## src/mctq_pkg.sv

```systemverilog
// Shared types and constants for the multi-channel touch qualifier.
package mctq_pkg;

    localparam int TOUCH_W   = 12;
    localparam int TIME_W    = 32;
    localparam int THRESH_W  = 16;
    localparam int COUNT_W   = 4;
    localparam int CFG_IDX_W = 4;
    localparam int CFG_W     = 16;

    localparam logic [CFG_IDX_W-1:0] REG_CONFIRM_TIME = 4'd0;
    localparam logic [CFG_IDX_W-1:0] REG_RELEASE_TIME = 4'd1;
    localparam logic [CFG_IDX_W-1:0] REG_PATTERN_CNT  = 4'd2;
    localparam logic [CFG_IDX_W-1:0] REG_PATTERN_EN   = 4'd3;

    localparam logic [THRESH_W-1:0] CONFIRM_TIME_RST = 16'd50;
    localparam logic [THRESH_W-1:0] RELEASE_TIME_RST = 16'd200;
    localparam logic [COUNT_W-1:0]  PATTERN_CNT_RST  = 4'd4;
    localparam logic                PATTERN_EN_RST   = 1'b1;

    typedef struct packed {
        logic detected;
        logic held;
        logic released;
    } lane_evt_t;

    typedef struct packed {
        logic [THRESH_W-1:0] confirm_time_ms;
        logic [THRESH_W-1:0] release_time_ms;
        logic [COUNT_W-1:0]  pattern_count;
        logic                pattern_enable;
    } cfg_t;

    typedef struct packed {
        logic [TOUCH_W-1:0] detected_mask;
        logic [TOUCH_W-1:0] held_mask;
        logic [TOUCH_W-1:0] released_mask;
        logic [COUNT_W-1:0] touched_count;
        logic               pattern_hit;
    } result_t;

endpackage

```

## src/mctq_ifs.sv

```systemverilog
// Request channel interfaces for scans and results.
interface mctq_scan_if;
    logic                              valid;
    logic                              ready;
    logic [mctq_pkg::TOUCH_W-1:0]      touch_bits;
    logic [mctq_pkg::TIME_W-1:0]       now_ms;

    modport source (output valid, output touch_bits, output now_ms, input ready);
    modport sink   (input valid, input touch_bits, input now_ms, output ready);
endinterface

interface mctq_result_if;
    logic                              valid;
    logic                              ready;
    logic [mctq_pkg::TOUCH_W-1:0]      detected_mask;
    logic [mctq_pkg::TOUCH_W-1:0]      held_mask;
    logic [mctq_pkg::TOUCH_W-1:0]      released_mask;
    logic [mctq_pkg::COUNT_W-1:0]      touched_count;
    logic                              pattern_hit;

    modport source (output valid, output detected_mask, output held_mask,
                    output released_mask, output touched_count, output pattern_hit,
                    input ready);
    modport sink   (input valid, input detected_mask, input held_mask,
                    input released_mask, input touched_count, input pattern_hit,
                    output ready);
endinterface

```

## src/mctq_lane.sv

```systemverilog
// One channel: debounce state and event detection.
module mctq_lane
(
    input  logic                              clk,
    input  logic                              rst_n,
    input  logic                              en,
    input  logic                              touch,
    input  logic [mctq_pkg::TIME_W-1:0]       now_ms,
    input  logic [mctq_pkg::THRESH_W-1:0]     confirm_time_ms,
    input  logic [mctq_pkg::THRESH_W-1:0]     release_time_ms,
    output mctq_pkg::lane_evt_t               evt
);

    logic                          confirmed_reg;
    logic                          confirmed_next;
    logic                          timing_reg;
    logic                          timing_next;
    logic [mctq_pkg::TIME_W-1:0]   start_reg;
    logic [mctq_pkg::TIME_W-1:0]   start_next;
    logic [mctq_pkg::TIME_W-1:0]   start_eff;
    logic [mctq_pkg::TIME_W-1:0]   elapsed;
    logic                          confirm_ok;
    logic                          release_ok;

    assign start_eff  = timing_reg ? start_reg : now_ms;
    assign elapsed    = now_ms - start_eff;
    assign confirm_ok = elapsed >= {{(mctq_pkg::TIME_W-mctq_pkg::THRESH_W){1'b0}},
                                    confirm_time_ms};
    assign release_ok = elapsed >= {{(mctq_pkg::TIME_W-mctq_pkg::THRESH_W){1'b0}},
                                    release_time_ms};

    always_comb
    begin
        confirmed_next = confirmed_reg;
        timing_next    = timing_reg;
        start_next     = start_reg;
        evt            = '0;
        if (touch && !confirmed_reg)
        begin
            timing_next = 1'b1;
            start_next  = start_eff;
            evt.detected = !timing_reg;
            if (confirm_ok)
            begin
                confirmed_next = 1'b1;
            end
        end
        else if (touch && confirmed_reg)
        begin
            evt.held = 1'b1;
        end
        else if (!touch && confirmed_reg && release_ok)
        begin
            confirmed_next = 1'b0;
            timing_next    = 1'b0;
            evt.released   = 1'b1;
        end
    end

    always_ff @(posedge clk or negedge rst_n)
    begin
        if (!rst_n)
        begin
            confirmed_reg <= 1'b0;
            timing_reg    <= 1'b0;
        end
        else if (en)
        begin
            confirmed_reg <= confirmed_next;
            timing_reg    <= timing_next;
        end
    end

    always_ff @(posedge clk)
    begin
        if (en)
        begin
            start_reg <= start_next;
        end
    end

endmodule

```

## src/mctq_merge.sv

```systemverilog
// Combines lane events into masks, touch count and pattern flag.
module mctq_merge
#(
    parameter int CHANNELS = 12
)
(
    input  mctq_pkg::lane_evt_t               evt [CHANNELS],
    input  logic [mctq_pkg::TOUCH_W-1:0]      touch_bits,
    input  mctq_pkg::cfg_t                    cfg,
    output mctq_pkg::result_t                 res
);

    localparam int USED = (CHANNELS < mctq_pkg::TOUCH_W) ? CHANNELS : mctq_pkg::TOUCH_W;

    logic [mctq_pkg::TOUCH_W-1:0] det;
    logic [mctq_pkg::TOUCH_W-1:0] held;
    logic [mctq_pkg::TOUCH_W-1:0] rel;
    logic [mctq_pkg::TOUCH_W-1:0] live;
    logic [mctq_pkg::COUNT_W-1:0] count;

    for (genvar j = 0; j < mctq_pkg::TOUCH_W; j++)
    begin : g_bit
        if (j < USED)
        begin : g_used
            assign det[j]  = evt[j].detected;
            assign held[j] = evt[j].held;
            assign rel[j]  = evt[j].released;
            assign live[j] = touch_bits[j];
        end
        else
        begin : g_unused
            assign det[j]  = 1'b0;
            assign held[j] = 1'b0;
            assign rel[j]  = 1'b0;
            assign live[j] = 1'b0;
        end
    end

    always_comb
    begin
        count = '0;
        for (int k = 0; k < mctq_pkg::TOUCH_W; k++)
        begin
            count = count + {{(mctq_pkg::COUNT_W-1){1'b0}}, live[k]};
        end
    end

    always_comb
    begin
        res.detected_mask = det;
        res.held_mask     = held;
        res.released_mask = rel;
        res.touched_count = count;
        res.pattern_hit   = cfg.pattern_enable && (count == cfg.pattern_count);
    end

endmodule

```

## src/multi_channel_touch_qualifier.sv

```systemverilog
// Top level of the multi-channel touch qualifier.
//
// Usage:
//   scan   : sink channel, one request per scan of raw touch bits plus a
//            millisecond timestamp.
//   result : source channel, one request per scan with detected, held and
//            released masks, the raw touch count and the pattern flag.
//   cfg_*  : write port for the thresholds and pattern setup; write only
//            while no scan is in flight.
// Each channel has its own lane; all lanes update in the same cycle and a
// merge stage builds the result, so one scan is taken every cycle that scan.ready is high.
// Each result is registered in the output register, or in the skid register on a stall.
// Throughput: one scan per cycle while scan.ready is high, set by the lane's
//   single subtract and two compares feeding the output register.
// Stall: a two-entry output stage (output register plus skid register)
//   keeps scan.ready high while one result waits; ready drops only when
//   both entries are full.
// Reset: clears every channel's confirmed and timing flags, empties the
//   output stage and loads the register defaults (50, 200, 4, 1).
module multi_channel_touch_qualifier
#(
    parameter int CHANNELS = 12
)
(
    input  logic                                 clk,
    input  logic                                 rst_n,
    input  logic                                 cfg_we,
    input  logic [mctq_pkg::CFG_IDX_W-1:0]       cfg_index,
    input  logic [mctq_pkg::CFG_W-1:0]           cfg_data,
    mctq_scan_if.sink                            scan,
    mctq_result_if.source                        result
);

    mctq_pkg::cfg_t              cfg_reg;
    mctq_pkg::lane_evt_t         evt [CHANNELS];
    mctq_pkg::result_t           res;
    mctq_pkg::result_t           out_data_reg;
    mctq_pkg::result_t           skid_data_reg;
    logic                        out_valid_reg;
    logic                        out_valid_next;
    logic                        skid_valid_reg;
    logic                        skid_valid_next;
    logic                        accept;
    logic                        out_free;

    always_ff @(posedge clk or negedge rst_n)
    begin
        if (!rst_n)
        begin
            cfg_reg.confirm_time_ms <= mctq_pkg::CONFIRM_TIME_RST;
            cfg_reg.release_time_ms <= mctq_pkg::RELEASE_TIME_RST;
            cfg_reg.pattern_count   <= mctq_pkg::PATTERN_CNT_RST;
            cfg_reg.pattern_enable  <= mctq_pkg::PATTERN_EN_RST;
        end
        else if (cfg_we)
        begin
            case (cfg_index)
                mctq_pkg::REG_CONFIRM_TIME: cfg_reg.confirm_time_ms <= cfg_data;
                mctq_pkg::REG_RELEASE_TIME: cfg_reg.release_time_ms <= cfg_data;
                mctq_pkg::REG_PATTERN_CNT:
                    cfg_reg.pattern_count <= cfg_data[mctq_pkg::COUNT_W-1:0];
                mctq_pkg::REG_PATTERN_EN:   cfg_reg.pattern_enable <= cfg_data[0];
                default: ;
            endcase
        end
    end

    assign scan.ready = !skid_valid_reg;
    assign accept     = scan.valid && scan.ready;

    for (genvar i = 0; i < CHANNELS; i++)
    begin : g_lane
        logic touch;
        if (i < mctq_pkg::TOUCH_W)
        begin : g_in
            assign touch = scan.touch_bits[i];
        end
        else
        begin : g_none
            assign touch = 1'b0;
        end

        mctq_lane u_lane
        (
            .clk             (clk),
            .rst_n           (rst_n),
            .en              (accept),
            .touch           (touch),
            .now_ms          (scan.now_ms),
            .confirm_time_ms (cfg_reg.confirm_time_ms),
            .release_time_ms (cfg_reg.release_time_ms),
            .evt             (evt[i])
        );
    end

    mctq_merge #(.CHANNELS(CHANNELS)) u_merge
    (
        .evt        (evt),
        .touch_bits (scan.touch_bits),
        .cfg        (cfg_reg),
        .res        (res)
    );

    // output register plus skid register
    assign out_free = result.ready || !out_valid_reg;

    always_comb
    begin
        out_valid_next  = out_valid_reg;
        skid_valid_next = skid_valid_reg;
        if (out_free)
        begin
            out_valid_next  = skid_valid_reg || accept;
            skid_valid_next = 1'b0;
        end
        else if (accept)
        begin
            skid_valid_next = 1'b1;
        end
    end

    always_ff @(posedge clk or negedge rst_n)
    begin
        if (!rst_n)
        begin
            out_valid_reg  <= 1'b0;
            skid_valid_reg <= 1'b0;
        end
        else
        begin
            out_valid_reg  <= out_valid_next;
            skid_valid_reg <= skid_valid_next;
        end
    end

    always_ff @(posedge clk)
    begin
        if (out_free)
        begin
            if (skid_valid_reg)
            begin
                out_data_reg <= skid_data_reg;
            end
            else if (accept)
            begin
                out_data_reg <= res;
            end
        end
        else if (accept)
        begin
            skid_data_reg <= res;
        end
    end

    assign result.valid         = out_valid_reg;
    assign result.detected_mask = out_data_reg.detected_mask;
    assign result.held_mask     = out_data_reg.held_mask;
    assign result.released_mask = out_data_reg.released_mask;
    assign result.touched_count = out_data_reg.touched_count;
    assign result.pattern_hit   = out_data_reg.pattern_hit;

endmodule

```

## src/flat_wrapper.sv

```systemverilog
// flat-port wrapper written by rule: the top's interface ports become plain ports
module multi_channel_touch_qualifier_flat 
#(
    parameter int CHANNELS = 12
)
  (clk, rst_n, cfg_we, cfg_index, cfg_data, scan_valid, scan_touch_bits, scan_now_ms, scan_ready, result_valid, result_detected_mask, result_held_mask, result_released_mask, result_touched_count, result_pattern_hit, result_ready);
  mctq_scan_if scan_i ();
  mctq_result_if result_i ();
  input  logic clk;
  input  logic rst_n;
  input  logic cfg_we;
  input  logic [mctq_pkg::CFG_IDX_W-1:0] cfg_index;
  input  logic [mctq_pkg::CFG_W-1:0] cfg_data;
  input wire logic [$bits(scan_i.valid)-1:0] scan_valid;
  input wire logic [$bits(scan_i.touch_bits)-1:0] scan_touch_bits;
  input wire logic [$bits(scan_i.now_ms)-1:0] scan_now_ms;
  output wire logic [$bits(scan_i.ready)-1:0] scan_ready;
  output wire logic [$bits(result_i.valid)-1:0] result_valid;
  output wire logic [$bits(result_i.detected_mask)-1:0] result_detected_mask;
  output wire logic [$bits(result_i.held_mask)-1:0] result_held_mask;
  output wire logic [$bits(result_i.released_mask)-1:0] result_released_mask;
  output wire logic [$bits(result_i.touched_count)-1:0] result_touched_count;
  output wire logic [$bits(result_i.pattern_hit)-1:0] result_pattern_hit;
  input wire logic [$bits(result_i.ready)-1:0] result_ready;
  assign scan_i.valid = scan_valid;
  assign scan_i.touch_bits = scan_touch_bits;
  assign scan_i.now_ms = scan_now_ms;
  assign scan_ready = scan_i.ready;
  assign result_valid = result_i.valid;
  assign result_detected_mask = result_i.detected_mask;
  assign result_held_mask = result_i.held_mask;
  assign result_released_mask = result_i.released_mask;
  assign result_touched_count = result_i.touched_count;
  assign result_pattern_hit = result_i.pattern_hit;
  assign result_i.ready = result_ready;
  multi_channel_touch_qualifier #(.CHANNELS(CHANNELS)) u_core (.clk(clk), .rst_n(rst_n), .cfg_we(cfg_we), .cfg_index(cfg_index), .cfg_data(cfg_data), .scan(scan_i), .result(result_i));
endmodule
```

## config.mk

```make
export PLATFORM = sky130hd
export DESIGN_NAME = multi_channel_touch_qualifier_flat
export DESIGN_NICKNAME = d
export VERILOG_FILES = /design/src/mctq_pkg.sv /design/src/mctq_ifs.sv /design/src/mctq_lane.sv /design/src/mctq_merge.sv /design/src/multi_channel_touch_qualifier.sv /design/src/flat_wrapper.sv
export SDC_FILE = /design/constraint.sdc
export NUM_CORES = 2
export LEC_CHECK = 0
export ABC_AREA = 1
export BUFFER_PORTS_ARGS = -buffer_cell sky130_fd_sc_hd__buf_2
export CORE_MARGIN = 10
export CORE_UTILIZATION = 50
export DETAILED_ROUTE_END_ITERATION = 8
export PLACE_DENSITY = 0.67
export SKIP_LAST_GASP = 1
export SYNTH_ARGS = -nofsm -noshare
export SYNTH_HDL_FRONTEND = slang
export SYNTH_HIERARCHICAL = 1
export SYNTH_SLANG_ARGS = --single-unit
```

## constraint.sdc

```tcl
create_clock -name clk -period 10.1 [get_ports clk]
set_input_delay 2.02 -clock clk [delete_from_list [all_inputs] [get_ports clk]]
set_output_delay 2.02 -clock clk [all_outputs]
set_load 0.1 [all_outputs]
```

==> metrics.yaml <==
grt_max_degree: 68
ir_drop_mv: 0.2136
status: "finished clean"
dpl.hpwl_um: 164600
fmax_ghz: 0.1873
min-delay-start: "u_core/cfg_reg[3]"
cts_tree: "yes"
htree_levels: 3
grt_setup_unrepaired: "false"
synth_compound_area_frac: 0.07152
period_share: 0.5287
synth_top_area_cell: "nand2_1"
synth_top_family_by_area: "simple AND/OR/NAND/NOR gates"
clock_skew_ns: 0.03026
cts_setup_buffers: 0
hold_end: "u_core/cfg_reg[3]"
clkLatencyLatePin_ns: 0.69
synthMuxAreaShare: 0
ys_async_sr_fraction: 0.1191
synth-xor-area-share: 0.02544
synth-simple-area-share: 0.3428
synthFlopType: "edfxtp_1"
synthCells: 10690
multi_input_area_um2: 39280
leakage_nw: 41.43
nets: 11680
drt_iter0_markers: 5546
wl_um: 223800
core_area_um2: 131500
drc: 0
r2r-end: "u_core/result.released_mask[5]"
io_pins: 112
synth_enable_flop_cells: 466
cts_hold_buf: 0
arrival_ns: 5.78
tightest_slew_ns: 1.259
grt_usage: 0.2953
root_buffer: "clkbuf_16"
cp.required_ns: 10.54
cts.sinks: 529
rr_worst_depth: 21
place_ws_ns: 4.151
dieArea_um2: 147100
start_util: 0.5028
end_kind: "register"
maxCapViolCount: 0
ctsResizeCount: 0
grt_pass1_vias: 59360
synth_nets: 11570
slew_headroom: 0.1605
hold_violations: 0
syn-mean-instance-area_um2: 6.181
clk_path_buf_depth: 3
setup_tns_ns: 0
ant_nets: 0
seqCellArea_um2: 15600
drt_first_pass_iters: 5
crit_type: "input pin to register"
fin_ws_ns: 4.760
grt_overflow: 0
wl_per_cell_um: 17.73
vias_per_cell: 5.069
antenna_found_initial: 22
clkSlewWorstSetupHoldPaths_ns: 0.06
r2r-start: "u_core/g_lane[5].u_lane/timing_reg"
grt_pass1_wl_um: 338800
largest_register_ffs: 384
place_congestion: 0.9883
yosys.area_share.adder: 0.1542
hold_depth: 2
powerDensity_nw_per_um2: 311.6
fin_total_pwr_mw: 22.15
ys_seq_area_frac: 0.2357
worstHoldPathType: "register to register"
yosys_warnings: 6
synth_seq_cells: 529
synth_area_um2: 66100
fillers: 13670
via_count: 64000
yosysTopAreaCellShare: 0.2126
report.final.slew_viol_count: 0
worst-path-max-fanout: 36
startpoint_type: "input pin"
synth_cell_type_count: 41
fp-row-count: 133
io_buffer_count: 111
fin_crit_ns: 5.340
syn2layout_area_growth_pct: 7.568
ys_top_cells_by_area: "nand2_1, edfxtp_1, inv_1"
die_height_um: 383.6
setup_viol_count_final: 0
numCtsBuffers: 74
fp.dieW_um: 383.6
drive_gt1_frac: 0.06938
reg2reg_slack_ns: 5.54
==> cells by family after synthesis <==
group / Yosys count
flip-flops: 529
AO/OA/AOI/OAI: 882
XOR/XNOR: 192
buffers and inverters: 2931
AND/OR/NAND/NOR: 5357
adder cells (fa/ha/maj): 803
==> synth_stat cells (19+ instances only) <==
library cell  instances
nand3b_1             33
nand3_2              67
fa_1                 19
nor2_1              615
and2_1               36
edfxtp_1            466
buf_4                52
o221ai_1             19
nor2_2              103
dfrtp_1              55
nor3_1               56
ha_1                784
a211oi_1             43
o21ai_0             411
nand2_2             177
inv_1              2750
nand3_1             326
a21oi_1             357
nor2_4               23
clkbuf_1             74
inv_2                26
nand4_1             150
xor2_1              180
nand2_1            3743
==> routing by layer <==
metal,vias to the layer above,wire length (um),global-route usage
li1,32770,-,-
met1,28670,100400,0.4020
met2,2106,94900,0.4636
met3,441,17710,0.04249
met4,12,10790,0.1286
met5,-,77,0
==> metrics by stage <==
step	util	instance area, um^2	hold WS, ns	instances
global placement	0.5220	68620	0.4588	12490
detailed placement	0.5220	68620	0.4651	12490
global route	0.5408	71090	0.4897	12620
finish	0.5408	71100	0.4707	12630
floorplan	-	66100	0.4422	10690
CTS	0.5408	71090	0.4742	12620
==> worst max-delay path by stage <==
stage	startpoint	endpoint	slack, ns
after floorplan	result_ready	u_core/skid_data_reg[0]	4.59
after global routing	scan_now_ms[6]	u_core/result.released_mask[9]	4.45
final	scan_now_ms[4]	u_core/result.released_mask[5]	4.76
after global placement	scan_now_ms[4]	u_core/result.released_mask[9]	4.22
after detailed placement	scan_now_ms[6]	u_core/result.released_mask[9]	4.15
after CTS	scan_now_ms[6]	u_core/result.released_mask[9]	4.87
==> power breakdown <==
group,switching [mW],internal [mW],leakage [nW]
sequential,0.467,2.95,5.01
clock,1.12,1.61,1.19
combinational,10.5,5.47,35.2
total,12.1,10.0,41.4
==> cells in the final DEF, fill, tap and decap left out, types with 25 or more instances in the layout <==
| master | netlist | layout |
|---|---|---|
| nand2_2 | 177 | 177 |
| ha_1 | 784 | 784 |
| a211oi_1 | 43 | 43 |
| inv_2 | 26 | 27 |
| dfrtp_1 | 55 | 36 |
| o21ai_0 | 411 | 411 |
| nor3_1 | 56 | 55 |
| edfxtp_1 | 466 | 466 |
| nand3_2 | 67 | 67 |
| a21oi_1 | 357 | 357 |
| nand2_1 | 3743 | 3743 |
| nor2_2 | 103 | 103 |
| xor2_1 | 180 | 180 |
| buf_2 | 15 | 110 |
| clkbuf_16 | 0 | 75 |
| nor2_1 | 615 | 613 |
| inv_1 | 2750 | 2749 |
| and2_1 | 36 | 36 |
| nand3b_1 | 33 | 33 |
| nand4_1 | 150 | 150 |
| nand3_1 | 326 | 326 |
| nor2_4 | 23 | 25 |
| buf_4 | 52 | 73 |
==> critical path: stages <==
cell and delay (ns):
buf_2 0.07, buf_4 0.50, o21ai_0 0.27, ha_1 0.40
nand2_2 0.08, nor2_1 0.17, nand2_1 0.09, nand3_2 0.10
xor2_1 0.25, ha_1 0.30, a21oi_1 0.18, nor2_1 0.05
a211oi_1 0.17, o21ai_0 0.14, nand2_1 0.09, nand2_1 0.07
a21oi_1 0.30, nand3_2 0.17, nand2_1 0.09, inv_1 0.05
nand2_1 0.07, nand2_1 0.07
==> final cells by class <==
| class | instances | share of cell area |
|---|---|---|
| Inverter | 2784 | 0.1470 |
| Multi-Input combinational cell | 7234 | 0.5524 |
| Clock buffer | 96 | 0.02793 |
| Clock inverter | 41 | 0.006740 |
| Tap cell | 1755 | 0.03088 |
| Antenna cell | 4 | 0.0001408 |
| Timing Repair Buffer | 183 | 0.01545 |
| Sequential cell | 529 | 0.2195 |
Note: power is estimated with default switching activity, not from simulation.
